`config.mk`:
```
export PLATFORM = sky130hd
export DESIGN_NAME = twcw_plan
export DESIGN_NICKNAME = d
export VERILOG_FILES = /design/src/sv/twcw_pkg.sv /design/src/sv/twcw_plan.sv
export SDC_FILE = /design/constraint.sdc
export NUM_CORES = 1
export LEC_CHECK = 0
export BUFFER_PORTS_ARGS = -buffer_cell sky130_fd_sc_hd__buf_2
export CAP_MARGIN = 25
export CORE_MARGIN = 2
export CORE_UTILIZATION = 33
export DETAILED_ROUTE_END_ITERATION = 16
export PLACE_DENSITY_LB_ADDON = 0.12
export SLEW_MARGIN = 25
export SYNTH_ARGS = -nofsm -noshare
export SYNTH_HDL_FRONTEND = slang
export SYNTH_SLANG_ARGS = --single-unit
```
`constraint.sdc`:
```
create_clock -name vclk -period 10.4
set_input_delay 0.52 -clock vclk [all_inputs]
set_output_delay 0.52 -clock vclk [all_outputs]
set_load 0.01 [all_outputs]
```
`src/sv/twcw_pkg.sv`:
```
// Shared types and constants of the text window character writer.
// No dependencies; imported by twcw_plan and text_window_char_writer_unit.
package twcw_pkg;

    localparam int DEF_MAX_ROWS = 64;
    localparam int DEF_MAX_COLS = 128;
    localparam int DEF_TAB_STOP = 8;

    // width of row and column counts, enough for 256 plus one step past the edge
    localparam int CNT_W = 9;

    localparam logic [7:0] CODE_BS  = 8'd8;
    localparam logic [7:0] CODE_HT  = 8'd9;
    localparam logic [7:0] CODE_LF  = 8'd10;
    localparam logic [7:0] CODE_FF  = 8'd12;
    localparam logic [7:0] CODE_CR  = 8'd13;
    localparam logic [7:0] CODE_SP  = 8'd32;
    localparam logic [7:0] CODE_DEL = 8'd127;
    localparam logic [7:0] STANDOUT_BIT = 8'h80;

    localparam logic [2:0] CFG_ROWS     = 3'd0;
    localparam logic [2:0] CFG_COLS     = 3'd1;
    localparam logic [2:0] CFG_TOP      = 3'd2;
    localparam logic [2:0] CFG_WRAP     = 3'd3;
    localparam logic [2:0] CFG_OVERFLOW = 3'd4;
    localparam logic [2:0] CFG_STANDOUT = 3'd5;
    localparam logic [2:0] CFG_INSERT   = 3'd6;

    localparam logic [1:0] MODE_STAY   = 2'd0;
    localparam logic [1:0] MODE_SCROLL = 2'd1;
    localparam logic [1:0] MODE_PAGE   = 2'd2;

    typedef enum logic [1:0] {
        SC_NONE,
        SC_UP,
        SC_DOWN,
        SC_PAGE
    } t_scroll;

    typedef enum logic [2:0] {
        S_CLEAR,
        S_IDLE,
        S_READ,
        S_SHIFT,
        S_PUT,
        S_COPY,
        S_BLANK,
        S_DONE
    } t_state;

    typedef struct packed {
        logic [6:0] rows_in_use;
        logic [7:0] cols_in_use;
        logic [5:0] scroll_top;
        logic       wrap_enable;
        logic [1:0] overflow_mode;
        logic       standout_enable;
        logic       insert_enable;
    } t_cfg;

    typedef struct packed {
        logic [CNT_W-1:0] nrows;
        logic [CNT_W-1:0] ncols;
        logic [CNT_W-1:0] rtop;
        logic [CNT_W-1:0] cur_row;
        logic [CNT_W-1:0] cur_col;
        logic [CNT_W-1:0] put_row;
        logic [CNT_W-1:0] put_col;
        logic [7:0]       put_char;
        logic             do_put;
        logic             do_insert;
        t_scroll          scroll;
    } t_plan;

endpackage

```
`src/sv/twcw_plan.sv`:
```
// Cursor and control code decode: window clamping, cursor motion, scroll choice.
// Depends on twcw_pkg.
module twcw_plan import twcw_pkg::*; #(
    parameter int MAX_ROWS = DEF_MAX_ROWS,
    parameter int MAX_COLS = DEF_MAX_COLS,
    parameter int TAB_STOP = DEF_TAB_STOP
) (
    input  t_cfg             i_cfg,
    input  logic             i_kind,
    input  logic [7:0]       i_char_code,
    input  logic [CNT_W-1:0] i_cur_row,
    input  logic [CNT_W-1:0] i_cur_col,
    output t_plan            o_plan
);

    localparam int NTAB = MAX_COLS / TAB_STOP;

    logic [CNT_W-1:0] nrows, ncols, rtop, cr, cc, pc, nx;
    logic [1:0]       mode;
    logic             nl, do_put;
    t_scroll          sc;

    always_comb begin
        nrows = (i_cfg.rows_in_use == 7'd0) ? CNT_W'(1) :
                (CNT_W'(i_cfg.rows_in_use) > CNT_W'(MAX_ROWS)) ? CNT_W'(MAX_ROWS) :
                CNT_W'(i_cfg.rows_in_use);
        ncols = (i_cfg.cols_in_use == 8'd0) ? CNT_W'(1) :
                (CNT_W'(i_cfg.cols_in_use) > CNT_W'(MAX_COLS)) ? CNT_W'(MAX_COLS) :
                CNT_W'(i_cfg.cols_in_use);
        rtop = (CNT_W'(i_cfg.scroll_top) >= nrows) ? nrows - 1'b1 : CNT_W'(i_cfg.scroll_top);
        mode = (i_cfg.overflow_mode == 2'd3) ? MODE_STAY : i_cfg.overflow_mode;
        cr = (i_cur_row >= nrows) ? nrows - 1'b1 : i_cur_row;
        cc = (i_cur_col >= ncols) ? ncols - 1'b1 : i_cur_col;
        pc = cc;
        nx = CNT_W'(TAB_STOP);
        nl = 1'b0;
        do_put = 1'b0;
        sc = SC_NONE;

        if (!i_kind) begin
            case (i_char_code)
                CODE_CR: cc = '0;
                CODE_LF: nl = 1'b1;
                CODE_BS: begin
                    if (cc != '0) begin
                        cc = cc - 1'b1;
                    end else if (i_cfg.wrap_enable) begin
                        cc = ncols - 1'b1;
                        if (cr <= rtop) begin
                            case (mode)
                                MODE_SCROLL: begin
                                    sc = SC_DOWN;
                                    cr = rtop;
                                end
                                MODE_PAGE: begin
                                    sc = SC_PAGE;
                                    cr = nrows - 1'b1;
                                end
                                default: cr = rtop;
                            endcase
                        end else begin
                            cr = cr - 1'b1;
                        end
                    end
                end
                CODE_HT: begin
                    for (int m = 1; m <= NTAB; m++) begin
                        if (CNT_W'(m * TAB_STOP) <= cc) nx = CNT_W'((m + 1) * TAB_STOP);
                    end
                    cc = (nx > ncols) ? ncols : nx;
                end
                CODE_FF: begin
                    if (mode == MODE_PAGE) begin
                        cc = '0;
                        sc = SC_PAGE;
                        cr = rtop;
                    end
                end
                default: begin
                    if (i_char_code >= CODE_SP && i_char_code != CODE_DEL) begin
                        do_put = 1'b1;
                        cc = cc + 1'b1;
                    end
                end
            endcase

            // past the right edge: wrap to the next line or hold at the last column
            if (cc >= ncols) begin
                if (i_cfg.wrap_enable) begin
                    cc = '0;
                    nl = 1'b1;
                end else begin
                    cc = ncols - 1'b1;
                end
            end

            if (nl) begin
                if (cr + 1'b1 >= nrows) begin
                    case (mode)
                        MODE_SCROLL: sc = SC_UP;
                        MODE_PAGE: begin
                            sc = SC_PAGE;
                            cr = rtop;
                        end
                        default: ;
                    endcase
                end else begin
                    cr = cr + 1'b1;
                end
            end
        end

        o_plan.nrows     = nrows;
        o_plan.ncols     = ncols;
        o_plan.rtop      = rtop;
        o_plan.cur_row   = cr;
        o_plan.cur_col   = cc;
        o_plan.put_row   = (i_cur_row >= nrows) ? nrows - 1'b1 : i_cur_row;
        o_plan.put_col   = pc;
        o_plan.put_char  = i_cfg.standout_enable ? (i_char_code | STANDOUT_BIT) : i_char_code;
        o_plan.do_put    = do_put;
        o_plan.do_insert = do_put & i_cfg.insert_enable;
        o_plan.scroll    = sc;
    end

endmodule
```
=== Word level (Yosys, flattened, before mapping) ===
Cells that the tools add are included.

* Register bits: 0
* Bits of input ports: 53
* Word-level logic and storage cells: 112
* Output and inout port bits: 75

* Bitwise gates (word level): 1
* Equality and inequality tests: 9
* Muxes and demuxes: 65
* Reductions and logical operators: 5
* $add $sub $neg: 6
* $lt $le $gt $ge: 26

{| class="wikitable"
|+ Operators by type and width
! operator !! count
|-
| two-way mux 9 bit || 39
|-
| <= comparator 7 x 9 -> 1 bit, first input constant || 8
|-
| case mux 9 bit (5 select lines) || 1
|-
| == test 8 x 4 -> 1 bit, second input constant || 5
|-
| <= comparator 6 x 9 -> 1 bit, first input constant || 4
|-
| two-way mux 8 bit || 3
|-
| adder 9 x 1 -> 9 bit, second input constant || 2
|-
| >= comparator 9 x 7 -> 1 bit || 2
|-
| >= comparator 9 x 8 -> 1 bit || 2
|-
| <= comparator 5 x 9 -> 1 bit, first input constant || 2
|-
| case mux 9 bit (2 select lines) || 1
|-
| subtractor 9 x 1 -> 9 bit, second input constant || 2
|-
| two-way mux 2 bit || 8
|-
| two-way mux 7 bit || 2
|-
| case mux 2 bit (2 select lines) || 3
|-
| greater-than comparator 9 x 8 -> 1 bit || 1
|-
| <= comparator 4 x 9 -> 1 bit, first input constant || 1
|-
| <= comparator 8 x 9 -> 1 bit, first input constant || 1
|-
| <= comparator 9 bit || 1
|-
| nonzero test 9 bit || 1
|-
| subtractor 8 x 1 -> 9 bit, second input constant || 1
|-
| >= comparator 8 x 6 -> 1 bit, second input constant || 1
|-
| greater-than comparator 8 bit, second input constant || 1
|-
| zero test 8 bit || 1
|-
| 12 further kinds || 19
|}

=== Logic depth before layout (Yosys ltp) ===
Gate-level depths: netlist (run 1).

* Word-level depth: 33
* Depth in mapped cells: 42
* Depth with buffers taken out: 39

=== Worst setup path after synthesis (run 1) ===
OpenSTA, ideal clock, no wires.

* Kind: input to output
* Start: in i_cfg[16] (netlist name)
* End: out o_plan[1] (netlist name)
* Arrival time: 8.230 ns
* Buffers on the path: 2
* Required time: 9.880 ns
* Setup slack: 1.650 ns
* Stages on the path: 37
* Path through: or4_1 -> o31ai_1 -> nand2_1 -> inv_1 -> ha_1 -> nand2b_1 -> a31oi_1 -> o21a_1 -> clkbuf_1 -> a21o_1 -> ha_1 -> or4b_1 -> nor2_1 -> nor3_1 -> a311oi_1 -> o211ai_1 -> o22ai_1 -> ha_1 -> a21o_1 -> a21oi_1 -> nor2b_1 -> o21ai_0 -> a21oi_1 -> and3_1 -> a221oi_1 -> ha_1 -> nand2b_1 -> a21o_1 -> a21o_1 -> a21oi_1 -> o21ai_0 -> o211ai_1 -> and4bb_1 -> a2bb2oi_1 -> clkbuf_1 -> nor2_1 -> a311oi_1

{| class="wikitable"
|+ RTL lines
! item !! RTL line !! source
|-
| start, declared || twcw_plan.sv:8 || <nowiki>input t_cfg i_cfg,</nowiki>
|-
| end, declared || twcw_plan.sv:13 || <nowiki>output t_plan o_plan</nowiki>
|}

==> run_results.csv, run 1 <==
group,metric,value,unit
status,outcome,"finished, final reports clean",
die,die-width,124,um
sta,setup_viol,0,
critical_path,worst_path_max_delay_cell,"sky130_fd_sc_hd__or4_1",
routing,drc,0,
cts,cts-hold-fix-buffers,0,
synth,synth_xor_area_frac,0.0294,
sta,slew_headroom,0.422,
finish,final_common_cell,"sky130_fd_sc_hd__buf_2",
place,placed_instance_area,5450,um^2
synth,mappedNetlistArea,4760,um^2
sta,fin_setup_tns,0,ns
die,start_util,0.340,
die,std_cell_rows,43,
synth,synth.avg_cell_area,6.56,um^2
routing,detail_route.first_pass.iterations,6,
place,dpl_hpwl,16.1,mm
finish,number_of_fill_cells_in_the_layout,1562,
finish,numSequentialCells,0,
finish,n_clock_buffer,0,
die,fp.dieArea,15400,um^2
synth,seq_area_frac_synth,0,
critical_path,critical-path-max-stage-delay,0.62,ns
critical_path,timing.critical_path.fanout_max,16,
place,preCtsSetupSlack,0.339,ns
finish,n_antenna_cell,0,
finish,fin_util,0.392,
synth,main_combinational_cell_family_by_area_after_synthesis,"compound AO/OA/AOI/OAI gates",
routing,final_routed_wirelength_across_all_metal_layers,19.9,mm
finish,multi_input_area,4330,um^2
sta,setup_repair_after_global_routing_missed_its_margin,"false",
power_and_ir_drop,ir_worst_vdd,0.0362,mV
finish,drive_above_1_share,0.208,
sta,timing.final.hold_violations,0,
global_route,overflow,0,
synth,synth-adder-area-share,0.155,
place,place.gp.congestion,0.956,
critical_path,path_class,"primary input to output pin",
power_and_ir_drop,power.total,426,uW
synth,synth_area_leaders,"sky130_fd_sc_hd__ha_1 (16%), sky130_fd_sc_hd__a21oi_1 (6.9%), sky130_fd_sc_hd__nand2_1 (5.6%), sky130_fd_sc_hd__mux2i_1 (4.2%), sky130_fd_sc_hd__inv_1 (4.1%)",
job,max_cap_viol_count,0,
die,core,14000,um^2
critical_path,critPathLaunchType,"primary input",
worst_hold_path,worst_hold_path_type,"primary input to output pin",
routing,drt-vias-per-instance,6.16,
finish,layoutNonFillerInstCount,996,
critical_path,worstPathRequired,9.88,ns
finish,area_growth,15.3,%
finish,most-common-layout-cells,"sky130_fd_sc_hd__buf_2 (121), sky130_fd_sc_hd__nand2_1 (71), sky130_fd_sc_hd__a21oi_1 (65)",
synth,yosys.cell_types.count,86,
synth,synth.yosys.warnings,0,
routing,vias,6140,
critical_path,setup.worst_path.end_class,"output pin",
routing,drtAntennaViolNets,0,
sta,maxSlewViolCount,0,
finish,final_net_count,930,
sta,fmaxAchievable,103,MHz
synth,yosys.area_share.simple,0.292,
finish,fin_area,5490,um^2
power_and_ir_drop,powerDensity,77.7,nW/um^2
die,io-pin-count,128,
synth,cell_type_with_the_largest_total_area_after_synthesis,"sky130_fd_sc_hd__ha_1",
synth,netlist_instances,726,
sta,worst_pin_slew,0.843,ns
synth,synthMuxAreaShare,0.0523,
sta,finalCriticalPeriod,9.71,ns
power_and_ir_drop,standby_leakage_power,2.54,nW
global_route,grt_first_pass_wirelength,30.7,mm
global_route,global_route.usage.total,0.249,
place,numPlacedInstances,995,
sta,tcrit_tclk_final,0.933,
global_route,grt_start_max_net_pins,30,
global_route,first_global_vias,5620,
synth,synth_top_cell_area_share,0.155,
sta,postLayoutSetupSlackWorst,0.693,ns
sta,holdWs,1.26,ns
global_route,grt_antenna_before_repair,0,
synth,synth-compound-area-share,0.365,
die,die-height,124,um
place,numPortBuffers,121,
critical_path,worst-endpoint-arrival,9.19,ns
routing,drt-wirelength-per-cell,19.9,um
routing,initialDrtViolationCount,455,
finish,seq_area,0,um^2
==> synth_stat cells (11+ instances only) <==
master                     instances
sky130_fd_sc_hd__nand2_1          71
sky130_fd_sc_hd__a21oi_1          66
sky130_fd_sc_hd__ha_1             59
sky130_fd_sc_hd__inv_1            52
sky130_fd_sc_hd__nor2_1           51
sky130_fd_sc_hd__o21ai_0          38
sky130_fd_sc_hd__clkbuf_1         30
sky130_fd_sc_hd__nor3_1           28
sky130_fd_sc_hd__mux2i_1          20
sky130_fd_sc_hd__nand3_1          18
sky130_fd_sc_hd__buf_4            16
sky130_fd_sc_hd__a31oi_1          15
sky130_fd_sc_hd__a21o_1           14
sky130_fd_sc_hd__xnor2_1          14
sky130_fd_sc_hd__nor4_1           12
sky130_fd_sc_hd__a211oi_1         11
sky130_fd_sc_hd__and3_1           11
sky130_fd_sc_hd__nor2b_1          11
==> worst max-delay path, delay by kind of cell <==
| family | cells | cell delay (ns) |
|---|---|---|
| AOI/OAI and AO/OA | 19 | 3.94 |
| buffers and inverters | 5 | 0.94 |
| adders and majority gates | 4 | 1.16 |
| and+or+nand+nor | 12 | 2.60 |
==> per-layer routing <==
metal	track usage	vias to the layer above	part of all wire
li1	-	2907	-
met5	0	-	0
met1	0.326	2930	0.42
met2	0.451	268	0.50
met3	0.0137	35	0.061
met4	0.0471	0	0.020
==> layout make-up <==
type	instances	share of cell area
Tap cell	180	0.0410
Multi-Input combinational cell	624	0.790
Timing Repair Buffer	136	0.131
Inverter	56	0.0383
==> power by group <==
part	leakage, nW	internal (mW)	switching [mW]
combinational	2.54	0.162	0.264
sequential	0	0	0
clock	0	0	0
total	2.54	0.162	0.264
==> what timing repair did <==
| item | CTS | global route |
|---|---|---|
| gates resized for setup | 0 | 7 |
| buffers inserted | 0 | 1 |
| setup endpoints to repair | 0 | 11 |
==> cell families (layout without fill, tap and decap cells) <==
family,Yosys count,in the layout
and+or+nand+nor,262,262
AOI/OAI and AO/OA,252,252
buffers and inverters,111,192
adders and majority gates,59,59
muxes,24,24
xor gates and xnor gates,16,16
other,2,11
==> worst paths after layout <==
kind / startpoint / end / slack, ns / cells after the start
worst max-delay path: i_cfg[16] / o_plan[39] / 0.69 / 40
worst min-delay path: i_char_code[4] / o_plan[8] / 1.26 / 2
Note: power is estimated with default switching activity, not from simulation.
==> run 2, diff against run 1 <==
--- a/config.mk
+++ b/config.mk
@@ -5,6 +5,7 @@
 export SDC_FILE = /design/constraint.sdc
 export NUM_CORES = 1
 export LEC_CHECK = 0
+export ABC_AREA = 1
 export BUFFER_PORTS_ARGS = -buffer_cell sky130_fd_sc_hd__buf_2
 export CAP_MARGIN = 25
 export CORE_MARGIN = 2
==> run_results.csv, run 2 <==
group,metric,value,unit
status,outcome,"finished, final reports clean",
routing,initialDrtViolationCount,510,
worst_hold_path,min_from,"i_char_code[5]",
global_route,first_global_vias,5669,
finish,final_common_cell,"sky130_fd_sc_hd__nand2_1",
synth,seq_area_frac_synth,0,
power_and_ir_drop,p_clk_frac,0,
routing,vias,6124,
worst_hold_path,worst_hold_path_type,"primary input to output pin",
cts,post_cts.resized_instances,0,
synth,synth.yosys.warnings,0,
finish,drive_above_1_share,0.176,
sta,slew_headroom,0.397,
power_and_ir_drop,netSwitchingPower,272,uW
finish,layoutNonFillerInstCount,1155,
place,placed_instance_area,5390,um^2
place,numPlacedInstances,1155,
synth,netlist_instances,882,
power_and_ir_drop,powerDensity,75.8,nW/um^2
routing,drt-vias-per-instance,5.30,
finish,n_antenna_cell,0,
power_and_ir_drop,power.total,409,uW
power_and_ir_drop,p_int,137,uW
sta,fmaxAchievable,107,MHz
die,die-height,124,um
routing,drt-wirelength-per-cell,15.7,um
sta,worst_pin_slew,0.901,ns
finish,number_of_fill_cells_in_the_layout,1633,
synth,yosys.cell_types.count,52,
power_and_ir_drop,power.share.combinational,1.000,
critical_path,worstPathRequired,9.88,ns
die,core,13900,um^2
finish,final_net_count,1089,
finish,area_growth,14.1,%
synth,synth_area_leaders,"sky130_fd_sc_hd__nand2_1 (16%), sky130_fd_sc_hd__ha_1 (16%), sky130_fd_sc_hd__inv_1 (11%), sky130_fd_sc_hd__o21ai_0 (7.2%), sky130_fd_sc_hd__nor2_1 (7.0%)",
routing,final_routed_wirelength_across_all_metal_layers,18.1,mm
synth,mappedNetlistArea,4730,um^2
global_route,overflow,0,
global_route,grt_first_pass_wirelength,28.2,mm
die,std_cell_rows,43,
die,fp.dieArea,15300,um^2
finish,most-common-layout-cells,"sky130_fd_sc_hd__nand2_1 (206), sky130_fd_sc_hd__inv_1 (142), sky130_fd_sc_hd__buf_2 (121)",
synth,synth_common_cells,"sky130_fd_sc_hd__nand2_1 (206), sky130_fd_sc_hd__inv_1 (142), sky130_fd_sc_hd__nor2_1 (88)",
sta,timing.final.hold_violations,0,
synth,synth.most_common_cell,"sky130_fd_sc_hd__nand2_1",
critical_path,timing.critical_path.mode_cell,"sky130_fd_sc_hd__nand2_1",
synth,synth.avg_cell_area,5.36,um^2
cts,postCtsSetupRepairBufs,0,
die,io-pin-count,128,
critical_path,worst-endpoint-arrival,8.86,ns
power_and_ir_drop,power.switching_fraction,0.666,
critical_path,worst_path_max_delay_cell,"sky130_fd_sc_hd__xor2_1",
sta,setup_viol,0,
worst_hold_path,min_path_cells,2,
sta,finalCriticalPeriod,9.38,ns
place,numPortBuffers,121,
global_route,grt_antenna_before_repair,0,
job,max_cap_viol_count,0,
power_and_ir_drop,share_seq_of_total_power,0,
critical_path,path_class,"primary input to output pin",
finish,numSequentialCells,0,
finish,seq_area,0,um^2
synth,cell_type_with_the_largest_total_area_after_synthesis,"sky130_fd_sc_hd__nand2_1",
critical_path,critical-path-max-stage-delay,0.41,ns
sta,maxSlewViolCount,0,
worst_hold_path,min_delay_worst_endpoint,"o_plan[9]",
cts,cts-hold-fix-buffers,0,
synth,synth_top_cell_area_share,0.164,
finish,multi_input_area,3990,um^2
sta,setup_repair_after_global_routing_missed_its_margin,"false",
place,dpl_hpwl,15.2,mm
finish,n_clock_buffer,0,
critical_path,critPathLaunchType,"primary input",
global_route,grt_start_max_net_pins,25,
finish,fin_area,5390,um^2
routing,detail_route.first_pass.iterations,5,
sta,fin_setup_tns,0,ns
power_and_ir_drop,ir_worst_vdd,0.0319,mV
critical_path,setup.worst_path.end_class,"output pin",
critical_path,timing.critical_path.fanout_max,12,
die,die-width,124,um
critical_path,timing.critical_path.buf_inv,10,
power_and_ir_drop,standby_leakage_power,2.99,nW
routing,drtAntennaViolNets,0,
sta,tcrit_tclk_final,0.902,
global_route,global_route.usage.total,0.232,
routing,drc,0,
critical_path,cp_top_family,"simple AND/OR/NAND/NOR gates",
place,place.gp.congestion,0.963,
die,start_util,0.339,
## run 2: metal layers
layer,share of wire,vias up,track usage
li1,-,3094,-
met3,0.067,42,0.00870
met2,0.49,265,0.433
met4,0.029,0,0.0597
met1,0.42,2723,0.289
met5,0,-,0
## run 2: kinds of logic after synthesis
kind of cell,count (synthesis),share of synthesized area
buf+inv,189,0.165
other cells,2,0.00159
fa+ha+maj,59,0.156
xor+xnor,11,0.0204
compound gates,185,0.239
simple gates,436,0.418
## run 2: stage by stage
step	utilization	hold WS, ns	setup WS [ns]
6_report	0.387	1.25	1.02
5_1_grt	0.387	1.25	0.145
4_1_cts	0.386	1.25	1.03
3_5_place_dp	0.386	1.25	1.04
3_3_place_gp	0.386	1.25	1.05
2_1_floorplan	-	1.10	2.62
## run 2: how the worst max path moves through the flow
| stage | from | cells past startpoint | endpoint | slack [ns] |
|---|---|---|---|---|
| 6_report | i_cfg[16] | 58 | o_plan[44] | 1.02 |
| 5_1_grt | i_cfg[16] | 62 | o_plan[44] | 0.14 |
| 3_3_place_gp | i_cfg[16] | 58 | o_plan[44] | 1.05 |
| 3_5_place_dp | i_cfg[16] | 62 | o_plan[44] | 1.04 |
| 4_1_cts | i_cfg[16] | 58 | o_plan[44] | 1.03 |
| 2_1_floorplan | i_cfg[16] | 64 | o_plan[1] | 2.62 |
## run 2: cell type report
cell class         count  area share
inverters            151       0.105
multi-input cells    702       0.739
well taps            180      0.0418
repair buffers       122       0.114
## run 2: power by group through the flow
stage                     clock network (mW)  registers, mW  logic, mW
final                                      0              0      0.409
after global routing                       0              0      0.461
after CTS                                  0              0      0.405
after detailed placement                   0              0      0.402
after global placement                     0              0      0.408
after floorplan                            0              0      0.289
